`src/sv/stil_pkg.sv`:
```
// shared types, constants and helpers for the sorted top-k insertion list
package stil_pkg;

    localparam int LIST_DEPTH = 64;
    localparam int IDX_W      = $clog2(LIST_DEPTH);
    localparam int CNT_W      = $clog2(LIST_DEPTH + 1);
    localparam int KEY_W      = 32;
    localparam int ID_W       = 24;
    localparam int LIM_W      = 7;
    localparam int POS_W      = 6;
    localparam int RIDX_W     = 6;
    localparam int CMD_W      = 2;
    localparam int FILL_W     = 7;

    localparam logic [LIM_W-1:0] LIM_RESET = LIM_W'(64);

    typedef enum logic [CMD_W-1:0] {
        CMD_INSERT = 2'd0,
        CMD_CLEAR  = 2'd1,
        CMD_READ   = 2'd2,
        CMD_NOP    = 2'd3
    } t_cmd;

    typedef struct packed {
        logic [CMD_W-1:0]  cmd;
        logic [KEY_W-1:0]  dist_key;
        logic [ID_W-1:0]   point_id;
        logic [RIDX_W-1:0] read_index;
    } t_in_item;

    typedef struct packed {
        logic              accepted;
        logic [POS_W-1:0]  position;
        logic [FILL_W-1:0] fill_after;
        logic [KEY_W-1:0]  worst_key;
        logic              read_valid;
        logic [KEY_W-1:0]  read_key;
        logic [ID_W-1:0]   read_id;
    } t_out_item;

    typedef struct packed {
        logic             insert_en;
        logic [KEY_W-1:0] key;
        logic [ID_W-1:0]  id;
    } t_cell_ctrl;

    function automatic logic [CNT_W-1:0] eff_limit(input logic [LIM_W-1:0] lim);
        logic [CNT_W-1:0] res;
        if (lim == '0) begin
            res = CNT_W'(1);
        end else if (int'(lim) > LIST_DEPTH) begin
            res = CNT_W'(LIST_DEPTH);
        end else begin
            res = CNT_W'(lim);
        end
        return res;
    endfunction

endpackage

```
`src/sv/stil_cell.sv`:
```
// one list slot: compares its entry with the offered key and shifts or loads
module stil_cell (
    input  logic                        i_clk,
    input  stil_pkg::t_cell_ctrl        i_ctrl,
    input  logic                        i_valid,
    input  logic                        i_prev_lt,
    input  logic [stil_pkg::KEY_W-1:0]  i_prev_key,
    input  logic [stil_pkg::ID_W-1:0]   i_prev_id,
    output logic                        o_lt,
    output logic [stil_pkg::KEY_W-1:0]  o_key,
    output logic [stil_pkg::ID_W-1:0]   o_id
);
    import stil_pkg::*;

    logic [KEY_W-1:0] r_key;
    logic [ID_W-1:0]  r_id;

    assign o_lt  = i_valid && (r_key < i_ctrl.key);
    assign o_key = r_key;
    assign o_id  = r_id;

    always_ff @(posedge i_clk) begin
        if (i_ctrl.insert_en) begin
            if (!i_prev_lt) begin
                r_key <= i_prev_key;
                r_id  <= i_prev_id;
            end else if (!o_lt) begin
                r_key <= i_ctrl.key;
                r_id  <= i_ctrl.id;
            end
        end
    end

endmodule

```
`config.mk`:
```
export PLATFORM = sky130hd
export DESIGN_NAME = stil_cell
export DESIGN_NICKNAME = d
export VERILOG_FILES = /design/src/sv/stil_pkg.sv /design/src/sv/stil_cell.sv
export SDC_FILE = /design/constraint.sdc
export NUM_CORES = 1
export LEC_CHECK = 0
export BUFFER_PORTS_ARGS = -buffer_cell sky130_fd_sc_hd__buf_2
export CORE_MARGIN = 1
export CORE_UTILIZATION = 30
export CTS_CLUSTER_DIAMETER = 200
export DETAILED_ROUTE_END_ITERATION = 7
export SYNTH_ARGS = -nofsm -noshare
export SYNTH_HDL_FRONTEND = slang
export SYNTH_SLANG_ARGS = --single-unit
```
`constraint.sdc`:
```
create_clock -name i_clk -period 8.5 [get_ports i_clk]
set_input_delay 0.85 -clock i_clk [delete_from_list [all_inputs] [get_ports i_clk]]
set_output_delay 0.85 -clock i_clk [all_outputs]
set_load 0.1 [all_outputs]
```
==> summary by stage, run 1 <==
Run status
The run finished with clean final reports.

Logic synthesis
The share of cell area taken by muxes after synthesis is 0.2005. The net count after synthesis is 376. In this run the mean area of a mapped cell was 13.74 um2. The complex-gate fraction of the synthesized area is 0.05290. The distinct cell type count after synthesis is 30. In the synthesized netlist the async set-or-reset flop fraction comes to 0.

In this run the cell area of the synthesized design comes to 3146 um2. Of the total synthesized cell area, the portion taken by AND, OR, NAND and NOR gates is 0.03858. The sequential element share of the synthesized area is 0.5346. In the synthesized netlist the dominant register cell turns out to be sky130_fd_sc_hd__edfxtp_1. Yosys attributes the largest share of cell area to sky130_fd_sc_hd__edfxtp_1 (53%), sky130_fd_sc_hd__mux2_2 (20%), sky130_fd_sc_hd__ha_1 (12%), sky130_fd_sc_hd__inv_1 (4.1%), sky130_fd_sc_hd__a21oi_1 (1.3%). The adder and majority gate portion of the synthesized area is 0.1233. Of the total synthesized cell area, the portion taken by XOR and XNOR cells is 0. The area share of the largest cell type after synthesis is 0.5346. The Yosys warning count is 0. The synthesized design spends more area on one cell type than any other, namely sky130_fd_sc_hd__edfxtp_1. By count the netlist is led by sky130_fd_sc_hd__edfxtp_1 (56), sky130_fd_sc_hd__mux2_2 (56), sky130_fd_sc_hd__inv_1 (34), sky130_fd_sc_hd__ha_1 (31). The combinational family with the most area after synthesis is multiplexers.

In the synthesized netlist, the number of instances is 229. Yosys mapped a number of flops with a built-in enable equal to 56. The flop and latch count out of synthesis is 56.

Cells and area
The non-filler instance count after layout is 541. From synthesis to final layout, the design area changed by 36.32%. The total number of nets in the final design is 551. The fraction of layout instances using a drive strength above 1 is 0.6025.

The finished layout cell area is 4288 um2. The diode insertion count for antenna repair is 0. The share of the core filled with cells in the final layout is 0.4191.

Worst setup path
By instance count, the cell type seen most on the critical path is sky130_fd_sc_hd__buf_2. The signal on the critical path passes through buf_2, inv_1, ha_1, and3_2, a221oi_1, o2bb2ai_1, o211ai_1, and2_1, buf_2. Along the worst path, the maximum fanout reaches 2. On the critical path, the stage with the largest delay is an instance of sky130_fd_sc_hd__buf_2. The worst setup path is of the in2out kind.

Among cell families on the critical path, the largest total delay comes from compound AO/OA/AOI/OAI gates. The arrival time of the worst setup path is 3010 ps. Counting buffers and inverters, the worst setup path is 9 cells deep. The data required time at the worst endpoint is 7650 ps. The sort of element at the end of the critical path is a primary output.

The combined buffer and inverter count along the critical path is 3. The delay of the slowest critical-path stage is 430 ps. The depth of the worst register-to-register path is 7. The worst setup path is launched from an input pin.

Clock tree
The insertion delay to the later sink of the worst-skew pair is 310 ps. The number of hold buffers added after CTS was 0. The number of H-tree levels is 2. The TritonCTS sink count is 56.

No sink is reached through more buffers than the 2 on the longest clock path. TritonCTS built the clock tree. The number of clock buffers added by TritonCTS is 5. In this run the clock root is driven by a sky130_fd_sc_hd__clkbuf_8. The post-cts sizing count is 0.

The clock-pin transition on the worst setup and hold timing paths is 100 ps. The number of setup buffers added after CTS is 0.

Route
The count of routing violations after the opening detailed-route iteration is 64. The number of iterations in the first detailed-routing pass is 3. The number of DRC violations after detailed routing is 0. After detailed routing, the average wire length per cell comes to 13.25 um. The final route contains 2420 vias. The total routed wirelength is 7169 um.

In this run the remaining antenna-violating nets after routing total 0. The post-detailed-route via-to-cell ratio is 4.473.

Timing
The max-slew violation count was 0. The maximum achievable frequency is 259.1 MHz. The worst slew slack as a fraction of its limit is 0.3764. The summed negative setup slack over all endpoints is 0 ps. Dividing the final minimum period by the clock period gives 0.4540. The slew at the pin closest to its max-slew limit is 935.5 ps. The smallest clock period supported by the final layout is computed as 3859 ps. Setup repair after global routing left no endpoint under its margin. The clock skew after layout is 9.843 ps. The hold violation total from the final report is 0. The worst slack on hold paths is 833.8 ps. The final setup slack of the worst path is 4641 ps.

Setup violations remaining at the end of the flow were counted as 0.

Placed design
Detailed placement ended at an HPWL of 5684 um. The total placed instance area is 4177 um2. Before CTS, the worst setup slack after placement is 4399 ps. After detailed placement, the design holds a cell count of 533. Routability-driven placement finished with a final weighted congestion of 0.8804. The total of buffers placed on input and output ports is 172.

Pwr
The maximum vdd drop is 0.09590 mV. Dividing total power by cell area gives a power density of 183.7 nW/um2. The final total power is 0.7877 mW.

For this design the static power due to leakage is 2.030 nW.

Hold path
The type of the most critical hold path is in2reg. Counting instances, the worst hold path has a depth of 2.

Die
The standard-cell row count is 37. For this configuration, the core starts out at a cell density of 0.3074. In this run the vertical extent of the chip is 104.4 um. Measured along the x axis, the die boundary spans 104.4 um.

The number of top-level pins is 173. The standard cell core area is 10230 um2. The die covers 10900 um2.

GRT
The number of global-route vias before repair was 2563. In the global route stage, overall resource usage came out at 0.1349. Entering global routing, the biggest net connects 58 pins. The number of antenna violations at the first check in global routing is 0. The first global-routing pass estimated 11830 um of wire. The total grt overflow is 0.

Flow run
The number of maximum-capacitance constraint violations is 0.
[path summary, 6_finish.rpt]
kind	slack (ps)	start	endpoint
hold reg to reg	1420	o_key[16]	o_key[17]
setup reg to reg	5060	o_key[7]	o_key[21]
hold / removal	830	i_prev_key[6]	o_key[6]
setup / recovery	4640	i_ctrl[31]	o_lt
[report_power, final]
group	internal, mW	switching [mW]
Clock	0.0874	0.0886
Sequential	0.331	0.00817
Combinational	0.0689	0.204
Total	0.487	0.300
[layout make-up]
class                      count  area [um2]
clock inverter                 3       42.54
sequential                    56        1682
clock buffer                   5       68.82
fill                        1013        5943
timing repair buffer         174       875.8
multi-input combinational    133        1321
tap                          136       170.2
inverter                      34       127.6
[sequential cells by signal (all words and copies together) (netlist names)]
register	cells
o_id	24
o_key	32
[worst reg2reg max path, cell delays in order, from the launching register on]
cell	delay, ps
sky130_fd_sc_hd__edfxtp_1	420
sky130_fd_sc_hd__ha_1	310
sky130_fd_sc_hd__and3_2	190
sky130_fd_sc_hd__o2111ai_1	150
sky130_fd_sc_hd__o311ai_1	450
sky130_fd_sc_hd__o211ai_1	230
sky130_fd_sc_hd__a31oi_4	810
sky130_fd_sc_hd__buf_4	520
[routing by layer]
layer,vias up,global-route usage,share of wire
met5,-,0,0
met4,0,0.02449,0.0045
met3,2,0.04511,0.073
met2,92,0.2417,0.50
met1,1127,0.1564,0.42
li1,1199,-,-
[logic make-up after synthesis]
logic type,after synthesis
multiplexers,56
flip-flops,56
buffers and inverters,40
adder cells (fa/ha/maj),31
AO/OA/AOI/OAI,24
AND/OR/NAND/NOR,22
[cells in the final DEF (no fill, tap or decap), types with 2 or more instances in the layout]
cell type	n
sky130_fd_sc_hd__inv_1	34
sky130_fd_sc_hd__buf_2	172
sky130_fd_sc_hd__nand3_1	2
sky130_fd_sc_hd__a221oi_1	2
sky130_fd_sc_hd__buf_4	2
sky130_fd_sc_hd__mux2_2	56
sky130_fd_sc_hd__nand2_1	8
sky130_fd_sc_hd__ha_1	31
sky130_fd_sc_hd__o21ai_0	4
sky130_fd_sc_hd__a21oi_1	8
sky130_fd_sc_hd__and3_2	2
sky130_fd_sc_hd__nand4_1	2
sky130_fd_sc_hd__edfxtp_1	56
sky130_fd_sc_hd__clkbuf_8	5
No activity file was read; power rests on OpenSTA's default activity.
==> run 2, diff against run 1 <==
Settings changed: ABC_AREA from default to 1.
Clock period 8.5 ns to 3.39 ns, I/O delays scaled along.
==> run 2 against run 1 <==
Compared with the run above: highest routed layer unchanged; register-to-register slack lost 4300 ps; cell count increased by 10%; critical endpoint is now o_key[20]; worst hold slack got worse by 510 ps; combinational power rose to 2.5 times the previous value; largest power group unchanged; synthesized area shrank 0.48%; sequential power grew to 2.5 times the previous value; sequential cell count unchanged; utilization is 0.82 points higher; critical path type is now reg2reg; setup slack worse by 3900 ps; largest cell class unchanged.
==> summary by stage, run 2 <==
Run status
Run status: finished, final reports clean (unchanged).

Timing
The final setup slack of the worst path came to 750.9 ps (was 4641 ps). The clock skew after layout came to 5.149 ps (was 9.843 ps). The summed negative setup slack over all endpoints came to 0 ps (unchanged). Static timing analysis puts the maximum clock frequency at 378.9 MHz.

Of the available clock period, the critical path in the final layout requires 0.7785. The setup-violating endpoint count in the final report came to 0 (unchanged). The worst slack on hold paths is 326.7 ps (was 833.8 ps). RSZ-0062 raised after global routing: false (unchanged). The max-slew violation count was 0 (unchanged). The post-route minimum period is 2639 ps. The slew at the pin closest to its max-slew limit is 858.3 ps (was 935.5 ps).

The hold violation total from the final report is 0 (unchanged). The worst slew slack as a fraction of its limit is 0.4278 (was 0.3764).

Die
The die span in y is 104.2 um (was 104.4 um). The width of the die came to 104.2 um (was 104.4 um). The total die area is 10850 um2 (was 10900 um2). The standard-cell row count is 36 (was 37). The number of top-level pins is 173 (unchanged). The standard cell core area is 9955 um2 (was 10230 um2). The starting density of the core is 0.3145 (was 0.3074).

GRT
The first-pass GRT wire length is 12080 um (was 11830 um). The largest net degree at the start of global routing is 86 (was 58). The total grt overflow is 0 (unchanged). The number of global-route vias before repair is 2653 (was 2563).

The total track usage is 0.1390 (was 0.1349). The number of antenna violations at the first check in global routing is 0 (unchanged).

Pwr
The clock group share of total power was 0.226 (was 0.223). The total internal power is 1.210 mW (was 0.4872 mW). The final total power came to 1.983 mW (was 0.7877 mW).

The switching share of total power is 0.3896 (was 0.3815). The areal power density over the cells is 466.0 nW/um2 (was 183.7 nW/um2). The combinational share of power is 0.345 (was 0.346).

The sequential group share of total power is 0.429 (was 0.430). The switching power summed over all nets is 0.7725 mW (was 0.3005 mW). The leakage power figure is 2.059 nW (was 2.030 nW).

The maximum vdd drop is 0.1727 mV (was 0.09590 mV).

Logic synthesis
The distinct cell type count after synthesis was 19 (was 30). The area share of the largest cell type after synthesis is 0.5372 (was 0.5346). The number of enable flip-flop cells after synthesis is 56 (unchanged).

The post-synth design cell area is 3131 um2 (was 3146 um2). Main area contributors after synthesis: sky130_fd_sc_hd__edfxtp_1 (54%), sky130_fd_sc_hd__ha_1 (12%), sky130_fd_sc_hd__mux2_2 (9.0%), sky130_fd_sc_hd__a21oi_1 (7.2%), sky130_fd_sc_hd__inv_1 (4.7%) (was sky130_fd_sc_hd__edfxtp_1 (53%), sky130_fd_sc_hd__mux2_2 (20%), sky130_fd_sc_hd__ha_1 (12%), sky130_fd_sc_hd__inv_1 (4.1%), sky130_fd_sc_hd__a21oi_1 (1.3%)). The most common cell in the synthesized netlist is sky130_fd_sc_hd__edfxtp_1. The flip-flop cell with the highest count after synthesis is sky130_fd_sc_hd__edfxtp_1 (unchanged). The fraction of registers with async set/reset is 0 (unchanged).

The flop and latch count out of synthesis is 56 (unchanged). Post-synth top cells: sky130_fd_sc_hd__edfxtp_1 (56), sky130_fd_sc_hd__a21oi_1 (45), sky130_fd_sc_hd__inv_1 (39), sky130_fd_sc_hd__nor2_1 (39), sky130_fd_sc_hd__ha_1 (31) (was sky130_fd_sc_hd__edfxtp_1 (56), sky130_fd_sc_hd__mux2_2 (56), sky130_fd_sc_hd__inv_1 (34), sky130_fd_sc_hd__ha_1 (31)). The average instance area after synthesis is 10.79 um2 (was 13.74 um2).

The net count after synthesis came to 437 (was 376). The sequential element share of the synthesized area is 0.5372 (was 0.5346). The Yosys warning count is 0 (unchanged).

The biggest area consumer among synthesized cells was sky130_fd_sc_hd__edfxtp_1 (unchanged). The post-synthesis instance total is 290 (was 229).

Worst setup path
The kind of critical path is reg2reg (was in2out). The depth of the worst register-to-register path is 10 (was 7). The reg-to-reg startpoint is o_key[21] (was o_key[7]). The kind of cell with the highest combined delay on the critical path is buffers and inverters (was compound AO/OA/AOI/OAI gates). The setup slack on the worst flop-to-flop path is 750 ps (was 5060 ps). The largest driver fanout on the critical path came to 32 (was 2). The data required time at the worst endpoint is 3450 ps (was 7650 ps). The combined buffer and inverter count along the critical path is 2 (was 3).

The sort of element at the end of the critical path is a flop (was primary output). Critical path cell sequence: ha_1, a21oi_1, nor2_1, nor2_1, nand3_1, a21oi_1, nand3_1, nand2_1, clkinvlp_4, buf_12 (was buf_2, inv_1, ha_1, and3_2, a221oi_1, o2bb2ai_1, o211ai_1, and2_1, buf_2). The slowest library cell on the worst path is sky130_fd_sc_hd__clkinvlp_4 (was sky130_fd_sc_hd__buf_2). The arrival time of the worst setup path is 2700 ps (was 3010 ps). The kind of launch point of the worst setup path is a flop (was input pin). The delay of the slowest critical-path stage is 480 ps (was 430 ps). The endpoint of the most critical register-to-register path was o_key[20] (was o_key[21]).

Cells and area
The diode insertion count for antenna repair is 0 (unchanged). The non-filler instance count after layout is 595 (was 541). The fraction of layout instances using a drive strength above 1 is 0.4589 (was 0.6025). Commonest non-fill, non-tap cells in the layout: sky130_fd_sc_hd__buf_2 (171), sky130_fd_sc_hd__edfxtp_1 (56), sky130_fd_sc_hd__a21oi_1 (45) (was sky130_fd_sc_hd__buf_2 (172), sky130_fd_sc_hd__mux2_2 (56), sky130_fd_sc_hd__edfxtp_1 (56)). The synthesis-to-layout area growth is 35.89% (was 36.32%).

The finished layout cell area was 4254 um2 (was 4288 um2). The most common cell after layout, fill and taps aside is sky130_fd_sc_hd__buf_2 (unchanged). The share of the core filled with cells in the final layout is 0.4274 (was 0.4191). The total number of nets in the final design is 608 (was 551). The flip-flop count of the largest register, all copies and words added was 32 (unchanged).

Route
The total routed wirelength is 7412 um (was 7169 um). The number of DRC violations after detailed routing was 0 (unchanged). The wire length per cell is 12.46 um (was 13.25 um).

The post-detailed-route via-to-cell ratio came to 4.455 (was 4.473). The total number of vias is 2651 (was 2420). The count of routing violations after the opening detailed-route iteration is 111 (was 64). The number of iterations in the first detailed-routing pass is 4 (was 3).

The antenna violation net count after detailed routing is 0 (unchanged).

Hold path
The type of the most critical hold path is in2reg (unchanged). The capture endpoint of the worst hold path is o_id[21] (was o_key[6]). The worst hold path cell count is 2 (unchanged).

The launch instance of the worst min-delay path is i_prev_id[21] (was i_prev_key[6]).

Placed design
The HPWL after detailed placement is 5886 um (was 5684 um). The total of buffers placed on input and output ports is 172 (unchanged). The total placed instance area was 4143 um2 (was 4177 um2). The placer's final routability congestion estimate came to 0.7620 (was 0.8804).

The cell count after placement is 587 (was 533). The placement-stage worst setup slack is 643.7 ps (was 4399 ps).

Clock tree
The TritonCTS sink count is 56 (unchanged). The post-cts sizing count is 0 (unchanged). The clock root buffer master is sky130_fd_sc_hd__clkbuf_8 (unchanged). The number of buffers on the longest clock path is 2 (unchanged). The number of H-tree levels is 2 (unchanged). The number of buffers created by CTS was 5 (unchanged). The clock-pin transition on the worst setup and hold timing paths is 100 ps (about the same). The TritonCTS clock tree is built (unchanged). The insertion delay to the later sink of the worst-skew pair is 310 ps (about the same). The post-cts hold buffer count came to 0 (unchanged). The number of setup buffers added after CTS was 0 (unchanged).

Flow run
The number of maximum-capacitance constraint violations is 0 (unchanged).
run 2: cells by family (layout without fill, tap and decap cells):
kind of cell    after synthesis  in the layout  synth area share
mux                          25             25           0.08993
flops                        56             56            0.5372
buf+inv                      49            221           0.06235
simple gates                 80             80            0.1083
fa+ha+maj                    31             31            0.1239
compound gates               49             49           0.07834
run 2: worst register-to-register path: stages, from the launching register on:
cell	delay, ps
sky130_fd_sc_hd__edfxtp_1	400
sky130_fd_sc_hd__ha_1	320
sky130_fd_sc_hd__a21oi_1	170
sky130_fd_sc_hd__nor2_1	60
sky130_fd_sc_hd__nor2_1	100
sky130_fd_sc_hd__nand3_1	100
sky130_fd_sc_hd__a21oi_1	170
sky130_fd_sc_hd__nand3_1	90
sky130_fd_sc_hd__nand2_1	100
sky130_fd_sc_hd__clkinvlp_4	480
sky130_fd_sc_hd__buf_12	400
run 2: worst max-delay path by stage:
stage,start,end,depth (start not counted)
2_1_floorplan,o_key[5],o_id[0],11
3_3_place_gp,i_ctrl[39],o_key[21],14
3_5_place_dp,i_ctrl[45],o_key[2],12
4_1_cts,o_key[21],o_key[20],10
5_1_grt,o_key[15],o_key[20],12
6_report,o_key[21],o_key[20],10
run 2: final cells by class:
class	instances	area [um2]
fillers	996	5700
flip-flops and latches	56	1682
multi-input cells	185	1254
repair buffers	174	890.9
well taps	133	166.4
inverters	39	150.1
clock buffers	5	68.82
clock inverters	3	42.54
run 2: layer usage:
layer | track usage | share of wire | up-vias | wire, um
met5 | 0 | 0 | - | 0
met3 | 0.04010 | 0.084 | 4 | 621
li1 | - | - | 1335 | -
met2 | 0.2333 | 0.47 | 111 | 3515
met4 | 0.03163 | 0.0072 | 0 | 53
met1 | 0.1763 | 0.43 | 1201 | 3222
run 2: power groups by stage:
stage               clock network, mW  registers [mW]  logic (mW)
floorplan                           0            1.23       0.172
global placement                    0           0.865       0.686
detailed placement                  0           0.867       0.692
CTS                             0.464           0.852       0.693
global route                    0.487           0.857       0.734
finish                          0.448           0.850       0.685
==> run 3, diff against run 2 <==
Clock period 3.39 ns to 2.6 ns, I/O delays scaled along.
==> run 3 against run 2 <==
Compared with the run above: utilization grew 0.53 points; clock power up 24%; worst hold slack lost 72 ps; final area up 1.2%; global-route usage is essentially flat; sequential share of layout area shrank 0.48 points; largest power group unchanged; highest routed layer is now met5.
==> summary by stage, run 3 (synthesis results as in run 2) <==
Pwr
The total internal power is 1.587 mW (was 1.210 mW). The switching share of total power came to 0.3822 (was 0.3896). The areal power density over the cells is 596.5 nW/um2 (was 466.0 nW/um2).

The switching power summed over all nets came to 0.9818 mW (was 0.7725 mW). The leakage power figure is 2.082 nW (was 2.059 nW). The sequential group share of total power was 0.431 (was 0.429). The clock group share of total power came to 0.217 (was 0.226). The combinational share of power is 0.352 (was 0.345). The maximum vdd drop is 0.2516 mV (was 0.1727 mV).

Worst setup path
Critical path cell sequence: ha_1, nand2_1, nor2_1, nand2_1, nor4b_2, nand2_1, and2_2, clkbuf_4 (was ha_1, a21oi_1, nor2_1, nor2_1, nand3_1, a21oi_1, nand3_1, nand2_1, clkinvlp_4, buf_12). The largest driver fanout on the critical path is 2 (was 32). The setup slack on the worst flop-to-flop path was 450 ps (was 750 ps). The slowest library cell on the worst path is sky130_fd_sc_hd__edfxtp_1 (was sky130_fd_sc_hd__clkinvlp_4). The start point of the critical path is o_key[31] (was o_key[21]).

The delay of the slowest critical-path stage is 410 ps (was 480 ps). The endpoint of the most critical register-to-register path is o_id[23] (was o_key[20]). The combined buffer and inverter count along the critical path came to 1 (was 2).

The sort of element at the end of the critical path is a primary output (was flop). The logic depth of the worst setup path including buffers is 8 (was 10). The depth of the worst register-to-register path came to 10 (unchanged). The data required time at the worst endpoint came to 2340 ps (was 3450 ps). The dominant cell type by count on the critical path is sky130_fd_sc_hd__nand2_1.

The reg-to-reg startpoint is o_key[31] (was o_key[21]). The last element of the critical path is o_lt (was o_key[20]). The kind of cell with the highest combined delay on the critical path is simple AND/OR/NAND/NOR gates (was buffers and inverters). The arrival time of the worst setup path is 2110 ps (was 2700 ps).

The kind of critical path is reg2out (was reg2reg). The kind of launch point of the worst setup path is a flop (unchanged).

GRT
The number of antenna violations at the first check in global routing is 1 (was 0). The total grt overflow is 0 (unchanged). The first-pass GRT wire length is 12200 um (was 12080 um). The total track usage came to 0.1391 (was 0.1390). The number of global-route vias before repair is 2714 (was 2653). The largest net degree at the start of global routing came to 31 (was 86).

Die
The total die area is 10850 um2 (unchanged). The standard-cell row count is 36 (unchanged). The number of top-level pins is 173 (unchanged). The starting density of the core came to 0.3145 (unchanged). The width of the die is 104.2 um (unchanged). The standard cell core area is 9955 um2 (unchanged). The die span in y is 104.2 um (unchanged).

Clock tree
The number of H-tree levels is 2 (unchanged). The clock root buffer master was sky130_fd_sc_hd__clkbuf_8 (unchanged). The number of setup buffers added after CTS is 0 (unchanged). The number of buffers on the longest clock path came to 2 (unchanged). The insertion delay to the later sink of the worst-skew pair was 300 ps (was 310 ps).

The TritonCTS clock tree is built (unchanged). The clock-pin transition on the worst setup and hold timing paths was 100 ps (about the same). The post-cts hold buffer count is 0 (unchanged). The number of buffers created by CTS is 5 (unchanged). The TritonCTS sink count is 56 (unchanged).

Hold path
The type of the most critical hold path is in2reg (unchanged).

Route
The count of routing violations after the opening detailed-route iteration came to 87 (was 111). The number of iterations in the first detailed-routing pass is 4 (unchanged). The total routed wirelength is 7209 um (was 7412 um). The antenna violation net count after detailed routing came to 0 (unchanged). The wire length per cell is 12.04 um (was 12.46 um).

The post-detailed-route via-to-cell ratio is 4.327 (was 4.455). The number of DRC violations after detailed routing is 0 (unchanged). The total number of vias was 2592 (was 2651).

Cells and area
The flip-flop count of the largest register, all copies and words added is 32 (unchanged). The fraction of layout instances using a drive strength above 1 is 0.4678 (was 0.4589). The most common cell after layout, fill and taps aside is sky130_fd_sc_hd__buf_2 (unchanged). The multi-input gate area in the final layout is 1267 um2 (was 1254 um2).

The synthesis-to-layout area growth is 37.57% (was 35.89%). The share of the core filled with cells in the final layout is 0.4326 (was 0.4274). The fill cell instance count of the final layout is 992 (was 996). The total number of nets in the final design came to 612 (was 608). Commonest non-fill, non-tap cells in the layout: sky130_fd_sc_hd__buf_2 (171), sky130_fd_sc_hd__edfxtp_1 (56), sky130_fd_sc_hd__a21oi_1 (45) (unchanged). The diode insertion count for antenna repair is 0 (unchanged).

The area occupied by registers is 1682 um2 (unchanged).

Timing
The slew at the pin closest to its max-slew limit is 629.4 ps (was 858.3 ps). Counting I/O delays and the setup requirement, the final critical path takes 2366 ps. RSZ-0062 raised after global routing: false (unchanged). The clock skew after layout is 6.980 ps (was 5.149 ps).

The worst slew slack as a fraction of its limit is 0.5804 (was 0.4278). The hold violation total from the final report is 0 (unchanged). The summed negative setup slack over all endpoints is 0 ps (unchanged). The max-slew violation count was 0 (unchanged). The part of the cycle the worst path needs is 0.9099. The worst slack on hold paths came to 254.8 ps (was 326.7 ps).

The maximum achievable frequency is 422.7 MHz. The setup-violating endpoint count in the final report was 0 (unchanged).

Flow run
The number of maximum-capacitance constraint violations is 0 (unchanged).

Run status
Run status: finished, final reports clean (unchanged).

Placed design
The total of buffers placed on input and output ports was 172 (unchanged). The HPWL after detailed placement came to 5927 um (was 5886 um). The placer's final routability congestion estimate is 0.7625 (was 0.7620).
==> run 3: cell type report <==
class                           instances  area share
Timing Repair Buffer                  178      0.2167
Inverter                               39     0.03486
Sequential cell                        56      0.3905
Clock inverter                          2    0.008135
Clock buffer                            6     0.01685
Multi-Input combinational cell        185      0.2943
Tap cell                              133     0.03864
==> run 3: power groups by stage <==
stage                     registers (mW)  logic [mW]  clock network, mW
after detailed placement            1.13       0.911                  0
final                               1.11       0.903              0.557
after global placement              1.13       0.903                  0
after floorplan                     1.60       0.226                  0
after CTS                           1.11       0.913              0.583
after global routing                1.12       0.970              0.620
==> run 3: how the worst min path moves through the flow <==
stage                       start  endpoint  cells after the start
CTS                 i_prev_id[15]  o_id[15]                      2
finish              i_prev_id[15]  o_id[15]                      2
global placement    i_prev_id[14]  o_id[14]                      2
global route        i_prev_id[14]  o_id[14]                      2
detailed placement     i_ctrl[20]  o_id[20]                      2
floorplan           i_prev_id[23]  o_id[23]                      1
==> run 3: through the flow <==
step / instance area (um2) / setup slack (ps) / std cells / power [mW]
after floorplan: 3148 / -536.3 / 290 / 1.826
after global placement: 4197 / 453.2 / 591 / 2.029
after detailed placement: 4197 / 442.6 / 591 / 2.041
after CTS: 4304 / 95.04 / 599 / 2.605
after global routing: 4307 / 1.675 / 599 / 2.706
final: 4307 / 234.3 / 599 / 2.569
==> run 3: routing by layer <==
| metal | global-route usage | vias up | part of all wire |
|---|---|---|---|
| li1 | - | 1346 | - |
| met1 | 0.1682 | 1123 | 0.42 |
| met2 | 0.2386 | 113 | 0.48 |
| met3 | 0.04261 | 8 | 0.084 |
| met4 | 0.03776 | 2 | 0.011 |
| met5 | 0 | - | 0.0011 |
==> run 3: worst reg2reg max path: stages, from the launching register on <==
cell                         delay, ps
sky130_fd_sc_hd__edfxtp_1          410
sky130_fd_sc_hd__ha_1              310
sky130_fd_sc_hd__nand2_1            70
sky130_fd_sc_hd__nor2_1            150
sky130_fd_sc_hd__nand2_1           120
sky130_fd_sc_hd__nor4b_2           220
sky130_fd_sc_hd__nand2_1            90
sky130_fd_sc_hd__nand3_1            70
sky130_fd_sc_hd__nand2_1            90
sky130_fd_sc_hd__clkinvlp_4        120
sky130_fd_sc_hd__buf_12            200
==> run 3: repair_timing <==
action / CTS / global route
gates resized for setup: 0 / 1
hold endpoints to repair: 0 / 0
setup endpoints to repair: 0 / 1
